<file path="src/design/nns_pkg.sv">
// shared types and constants for the nearest neighbor search block
package nns_pkg;

   // field widths fixed by the interface
   localparam int VALUE_W = 16;
   localparam int IDX_W   = 6;
   localparam int CSR_W   = 7;
   localparam int DIST_W  = 38;
   localparam int MAG_W   = 16;
   localparam int SQ_W    = 2 * MAG_W;

   // saturation value of a distance
   localparam logic [DIST_W-1:0] DIST_MAX = '1;

   // item modes
   localparam logic MODE_LOAD  = 1'b0;
   localparam logic MODE_QUERY = 1'b1;

   // register indexes
   localparam logic CSR_NUM_ENTRIES = 1'b0;
   localparam logic CSR_NUM_DIMS    = 1'b1;

   // register reset values
   localparam logic [CSR_W-1:0] RESET_NUM_ENTRIES = 7'd2;
   localparam logic [CSR_W-1:0] RESET_NUM_DIMS    = 7'd1;

   // depth of the command queue between front and back
   localparam int QUEUE_DEPTH = 4;
   localparam int QPTR_W      = $clog2(QUEUE_DEPTH);

   // what a queued command asks the back end to do
   typedef struct packed {
      logic wr_ref;
      logic wr_qry;
      logic search;
   } cmd_kind_type;

endpackage

</file>
<file path="src/design/nns_front.sv">
// front end: accepts items, classifies them and queues commands for the back end
module nns_front
   import nns_pkg::*;
#(
   parameter int MAX_ENTRIES = 64,
   parameter int MAX_DIMS    = 64,
   localparam int EW = $clog2(MAX_ENTRIES),
   localparam int DW = (MAX_DIMS > 1) ? $clog2(MAX_DIMS) : 1
) (
   input  logic                      clock,
   input  logic                      reset,
   // item side
   input  logic                      push,
   output logic                      full,
   input  logic                      req_mode,
   input  logic [IDX_W-1:0]          req_entry_index,
   input  logic [IDX_W-1:0]          req_component_index,
   input  logic signed [VALUE_W-1:0] req_value,
   input  logic                      req_last_component,
   // command side
   output logic                      cmd_valid,
   input  logic                      cmd_pop,
   output cmd_kind_type              cmd_kind,
   output logic [EW-1:0]             cmd_entry,
   output logic [DW-1:0]             cmd_comp,
   output logic signed [VALUE_W-1:0] cmd_value
);

   cmd_kind_type               q_kind_ff  [QUEUE_DEPTH];
   logic [EW-1:0]              q_entry_ff [QUEUE_DEPTH];
   logic [DW-1:0]              q_comp_ff  [QUEUE_DEPTH];
   logic signed [VALUE_W-1:0]  q_value_ff [QUEUE_DEPTH];
   logic [QPTR_W-1:0]          wr_ptr_ff, wr_ptr_in;
   logic [QPTR_W-1:0]          rd_ptr_ff, rd_ptr_in;
   logic [QPTR_W:0]            count_ff, count_in;
   logic                       do_push;
   logic                       do_pop;
   logic                       ent_ok;
   logic                       comp_ok;
   cmd_kind_type               kind;

   // classify the incoming item
   always_comb begin
      ent_ok      = (32'(req_entry_index) < MAX_ENTRIES);
      comp_ok     = (32'(req_component_index) < MAX_DIMS);
      kind.wr_ref = (req_mode == MODE_LOAD) && ent_ok && comp_ok;
      kind.wr_qry = (req_mode == MODE_QUERY) && comp_ok;
      kind.search = (req_mode == MODE_QUERY) && req_last_component;
   end

   assign full      = (count_ff == (QPTR_W+1)'(QUEUE_DEPTH));
   assign cmd_valid = (count_ff != '0);
   assign do_push   = push && !full;
   assign do_pop    = cmd_pop && cmd_valid;

   // queue pointers and fill count
   always_comb begin
      wr_ptr_in = do_push ? wr_ptr_ff + QPTR_W'(1) : wr_ptr_ff;
      rd_ptr_in = do_pop ? rd_ptr_ff + QPTR_W'(1) : rd_ptr_ff;
      count_in  = count_ff;
      if (do_push && !do_pop) begin
         count_in = count_ff + (QPTR_W+1)'(1);
      end else if (do_pop && !do_push) begin
         count_in = count_ff - (QPTR_W+1)'(1);
      end
   end

   always_ff @(posedge clock) begin
      if (reset) begin
         wr_ptr_ff <= '0;
         rd_ptr_ff <= '0;
         count_ff  <= '0;
      end else begin
         wr_ptr_ff <= wr_ptr_in;
         rd_ptr_ff <= rd_ptr_in;
         count_ff  <= count_in;
      end
   end

   // queue storage
   always_ff @(posedge clock) begin
      if (do_push) begin
         q_kind_ff[wr_ptr_ff]  <= kind;
         q_entry_ff[wr_ptr_ff] <= EW'(req_entry_index);
         q_comp_ff[wr_ptr_ff]  <= DW'(req_component_index);
         q_value_ff[wr_ptr_ff] <= req_value;
      end
   end

   assign cmd_kind  = q_kind_ff[rd_ptr_ff];
   assign cmd_entry = q_entry_ff[rd_ptr_ff];
   assign cmd_comp  = q_comp_ff[rd_ptr_ff];
   assign cmd_value = q_value_ff[rd_ptr_ff];

endmodule

</file>
<file path="config.mk">
export PLATFORM = sky130hd
export DESIGN_NAME = nns_front
export DESIGN_NICKNAME = d
export VERILOG_FILES = /design/src/design/nns_pkg.sv /design/src/design/nns_front.sv
export SDC_FILE = /design/constraint.sdc
export NUM_CORES = 1
export LEC_CHECK = 0
export BUFFER_PORTS_ARGS = -buffer_cell sky130_fd_sc_hd__clkbuf_2
export CAP_MARGIN = 25
export CORE_MARGIN = 5
export CORE_UTILIZATION = 40
export DETAILED_ROUTE_END_ITERATION = 10
export SLEW_MARGIN = 10
export SYNTH_ARGS = -nofsm -noshare
export SYNTH_HDL_FRONTEND = slang
export SYNTH_SLANG_ARGS = --single-unit
export TNS_END_PERCENT = 100
</file>
<file path="constraint.sdc">
create_clock -name clock -period 5.2 [get_ports clock]
set_clock_uncertainty 0.15 [all_clocks]
set_input_delay 0.52 -clock clock [delete_from_list [all_inputs] [get_ports clock]]
set_output_delay 0.52 -clock clock [all_outputs]
set_load 0.02 [all_outputs]
</file>
---- After elaboration in Yosys (flattened, before gate mapping) ----
Memory sizes are Yosys's and may differ from the RTL's. A register that Yosys moved wholly into a read port is not among the register bits.
Cells that the tools add are included.
storage, ports and cells
  word-level logic and storage cells ...... 35
  bits in writable memories ............... 124
  memories ................................ 4
  input port bits ......................... 34
  register bits ........................... 7
  output and inout bits ................... 33
operators by class
  eq/ne operators ......................... 1
  bitwise gates (word level) .............. 1
  reductions and logical operators ........ 10
  mux-type cells .......................... 12
  add/sub/neg operators ................... 4
memory list
  memory      words  width  read ports  clocked after memory_dff  write ports  RTL line         source
  q_value_ff  4      16     1           1                         1            nns_front.sv:32  logic signed [VALUE_W-1:0] q_value_ff [QUEUE_DEPTH];
  q_comp_ff   4      6      1           1                         1            nns_front.sv:31  logic [DW-1:0] q_comp_ff [QUEUE_DEPTH];
  q_entry_ff  4      6      1           1                         1            nns_front.sv:30  logic [EW-1:0] q_entry_ff [QUEUE_DEPTH];
  q_kind_ff   4      3      1           1                         1            nns_front.sv:29  cmd_kind_type q_kind_ff [QUEUE_DEPTH];
operators with widths
  cell                 number
  $mux 2               8
  $mux 3               2
  $logic_and 1x1->1    5
  $add 2x1->2 const B  2
  $add 3x1->3 const B  1
  $eq 3x3->1 const B   1
  $logic_not 1->1      3
  $reduce_bool 3->1    1
  $sub 3x1->3 const B  1
  $mux 1               2
  $reduce_bool 2->1    1
  $not 1->1            1

---- Longest topological paths before layout ----
  depth after elaboration ................. 7
  gate-level depth with buffers ........... 8
  mapped depth without buffers ............ 8

---- Least setup slack after synthesis ----
Ideal clock, no wire load.
  path kind ............................... reg2reg
  from .................................... register count_ff[0]
  to ...................................... register count_ff[2]
  required time ........................... 4980 ps
  stages on the path, launching flop included .. 9
  setup slack ............................. 3044 ps
  buffers on the path ..................... 0
  arrival time ............................ 1936 ps
  cell sequence ........................... dfxtp_1 > nor3b_2 > nor2_2 > ha_1 > inv_1 > fa_1 > xor2_1 > or3_1 > a21oi_1
between the ends
  cells in the longest elaborated chain, start to end .. 6
  elaborated cells on any way between the ends .. 14
  classes of those cells .................. 2 x add/sub; 1 x eq/ne; 2 x mux; 9 x reduce/logical
RTL lines
  what                         RTL line         source
  from (decl)                  nns_front.sv:35  logic [QPTR_W:0] count_ff, count_in;
  from (signal assigned)       nns_front.sv:76  count_ff <= count_in;
  $eq 3x3->1 (*)               nns_front.sv:51  assign full = (count_ff == (QPTR_W+1)'(QUEUE_DEPTH));
  named net full               nns_front.sv:14  output logic full,
  $logic_not 1->1 (*)          nns_front.sv:53  assign do_push = push && !full;
  $logic_and 1x1->1 (*)        nns_front.sv:53
  named net do_push            nns_front.sv:36  logic do_push;
  $logic_not 1->1              nns_front.sv:63  end else if (do_pop && !do_push) begin
  $logic_and 1x1->1            nns_front.sv:63
  $reduce_bool 2->1 (no line)  --
Mark *: on every way through the listed nets, which the timed path passes. The rest lies on a longest branch. The select of a mux whose other input is x is not followed.
A chain may end at the register's enable or synchronous reset.

==> metrics.md <==
| Metric | Value |
|---|---|
| Outcome | completed |
| Post-synthesis simple-gate area fraction | 2.021% |
| Final hold vios | 0 |
| Avg Cell Area, Syn | 23.47 um^2 |
| Post-DR wirelength/cell | 18.39 um |
| Clk buf depth | 2 |
| Initial core utilization | 41.06% |
| Layout cells sized above 1 | 44.88% |
| Total gr overflow | 0 |
| Num ports | 67 |
| Final Slew Violations | 0 |
| TNS Setup | 0 ns |
| Largest net degree at the start of global routing | 32 |
| Pre-CTS setup slack | 2.590 ns |
| First-pass GRT wire length | 13.34 mm |
| Synthesis Warnings | 0 |
| Synth-to-layout area growth | 22.56% |
| Initial DRC count | 128 |
| Area of the core | 12060 um^2 |
| Vias per cell | 4.794 |
| Via count | 2258 |
| Post-Syn Instances | 211 |
| TritonCTS clock tree | done |
| Clock Latency Late Sink | 0.41 ns |
| Antenna cells | 0 |
| Crit path max fanout | 16 |
| Period Utilization, post-route | 57.02% |
| DRC | 0 |
| Adder and majority cell fraction of the synthesized area | 1.668% |
| Htree depth | 4 |
| Gpl congestion | 0.6683 |
| Largest family of logic cells by synthesized area | multiplexers |
| Initial antenna violation count | 1 |
| Cts hold-fix bufs | 0 |
| Fin crit period | 2.965 ns |
| Fmax | 0.3373 GHz |
| Port Buf Inserts | 66 |
| CP required | 4.53 ns |
| Multiplexer share of the synthesized area | 14.50% |
| Final critical-path setup slack | 2.235 ns |
| Number of cell rows | 40 |
| Critical Path Start Type | flop |
| Seq cells post-synth | 133 |
| Maxcap violations | 0 |
| Critical path class | reg -> out |
| Vias in the first global route | 2466 |
| Number of buffers created by CTS | 17 |
| DR pass1 iterations | 4 |
| Post-CTS Setup Repair Bufs | 0 |
| Final nets | 330 |
| Final setup violation count | 0 |
| Die extent in x | 121.3 um |
| Clk root buf | clkbuf_16 |
| Routed wire length | 8.660 mm |
| Crit path DAT | 2.30 ns |
| Distinct cells, synth | 21 |
| DPL Wire Length | 5.136 mm |
| Post-Synth XOR/XNOR Area | 0.7074% |
| Post-synthesis net count | 251 |
| Compound-Gate Fraction of Synth Area | 0.8338% |
| Sequential area share after synthesis | 78.83% |
| HP Class | in -> reg |
| Pwr Density | 541.2 nW/um^2 |
| Multi-input logic area | 982.2 um^2 |
| Reg clk slew, reported paths | 0.06 ns |
| TritonCTS Sinks | 133 |
| RSZ-0062 raised after global routing | false |
| Static leakage | 2.090 nW |
| Die area | 14710 um^2 |
| Relative slew slack | 42.03% |
| Post-CTS Resized | 0 |
| Fill cells | 1005 |
| VDD IR max | 251.9 uV |
| Worst Setup End Kind | primary output |
| Chip Height | 121.3 um |
| GRT Overall Usage | 12.75% |
| Worst-Margin Slew | 0.8696 ns |
| ANT nets after route | 0 |
| FF+latch area | 3906 um^2 |
| Synthesized area | 4952 um^2 |
final timing paths:
kind	cells after the start	endpoint	start	slack, ns
worst max-delay path	3	cmd_comp[5]	flop	2.23
worst min-delay path	1	q_entry_ff[2][2]	req_entry_index[2]	0.18
worst max register to register	8	count_ff[2]	count_ff[0]	2.87
worst min register to register	2	wr_ptr_ff[1]	wr_ptr_ff[1]	0.36
cell type report:
type | instances | area share, %
tap | 168 | 3.463
clock buffer | 18 | 7.071
sequential | 133 | 64.36
timing repair buffer | 67 | 5.566
multi-input combinational | 66 | 16.18
clock inverter | 14 | 3.051
inverter | 5 | 0.3092
routing by layer:
layer	global-route usage (%)	part of all wire (%)	wire length, um	vias to the layer above
met2	19.90	49	4252	68
met1	15.28	43	3727	1141
met3	5.734	6.2	537	14
met4	5.672	1.4	123	2
li1	-	-	-	1033
met5	0	0.23	20	-
worst max-delay path, stage by stage (launching register included):
cell      delay, ns
dfxtp_2        0.70
buf_4          0.44
mux4_2         0.57
clkbuf_2       0.17
flip-flops by register name, indices dropped and copies added, names as in the netlist, named ones only:
name / count
count_ff: 3
q_comp_ff: 24
q_entry_ff: 24
q_kind_ff: 12
q_value_ff: 64
rd_ptr_ff: 2
wr_ptr_ff: 2
kinds of logic (layout without fill, tap and decap cells):
kind of cell             count (synthesis)  count (layout)
flip-flops                             133             133
AND/OR/NAND/NOR                         17              17
AO/OA/AOI/OAI                            6               6
multiplexers                            33              33
adder cells (fa/ha/maj)                  6               6
buffers and inverters                   12             104
XOR/XNOR                                 4               4
synth_stat cells (all sizes together):
library cell / count / area, um^2
nand2b: 2 / 12.51
dfxtp: 9 / 180.2
and2: 5 / 31.28
mux2i: 2 / 20.02
mux4: 31 / 698.2
nor3b: 1 / 12.51
o31ai: 1 / 12.51
ha: 5 / 62.56
clkbuf: 1 / 3.750
a21oi: 2 / 10.01
buf: 6 / 48.79
o311ai: 1 / 8.760
nor2: 6 / 25.03
o21ai: 2 / 10.01
xor2: 4 / 35.03
edfxtp: 124 / 3724
or3: 3 / 18.77
fa: 1 / 20.02
inv: 5 / 18.77
per-stage QoR:
stage	std cells	cell area [um^2]	hold slack [ns]	utilization [%]	power [mW]
global placement	439	5455	0.3511	45.23	2.103
floorplan	211	4952	0.3318	-	1.895
global route	471	6070	0.1602	50.32	3.422
CTS	471	6070	0.1577	50.32	3.336
finish	471	6070	0.1804	50.32	3.285
detailed placement	439	5455	0.3610	45.23	2.112
layout by cell type (no fill, tap or decap), types with 2 or more instances in the layout:
| cell type | count |
|---|---|
| or3_1 | 3 |
| clkinvlp_4 | 4 |
| inv_1 | 5 |
| clkinv_2 | 2 |
| dfxtp_2 | 2 |
| a21oi_1 | 2 |
| nor2_1 | 5 |
| ha_1 | 5 |
| clkinv_4 | 2 |
| mux4_2 | 31 |
| mux2i_1 | 2 |
| clkinv_1 | 2 |
| nand2b_1 | 2 |
| o21ai_0 | 2 |
| clkbuf_16 | 17 |
| edfxtp_1 | 124 |
| clkbuf_2 | 66 |
| dfxtp_1 | 7 |
| and2_2 | 4 |
| bufinv_16 | 4 |
| xor2_1 | 4 |
power by group:
part           leakage [nW]  switching, mW  internal, mW  total, mW
sequential             1.21         0.0885          1.29       1.38
combinational         0.591          0.377         0.307      0.684
clock                 0.287          0.422         0.797       1.22
Power figures use the tool's default switching activity.
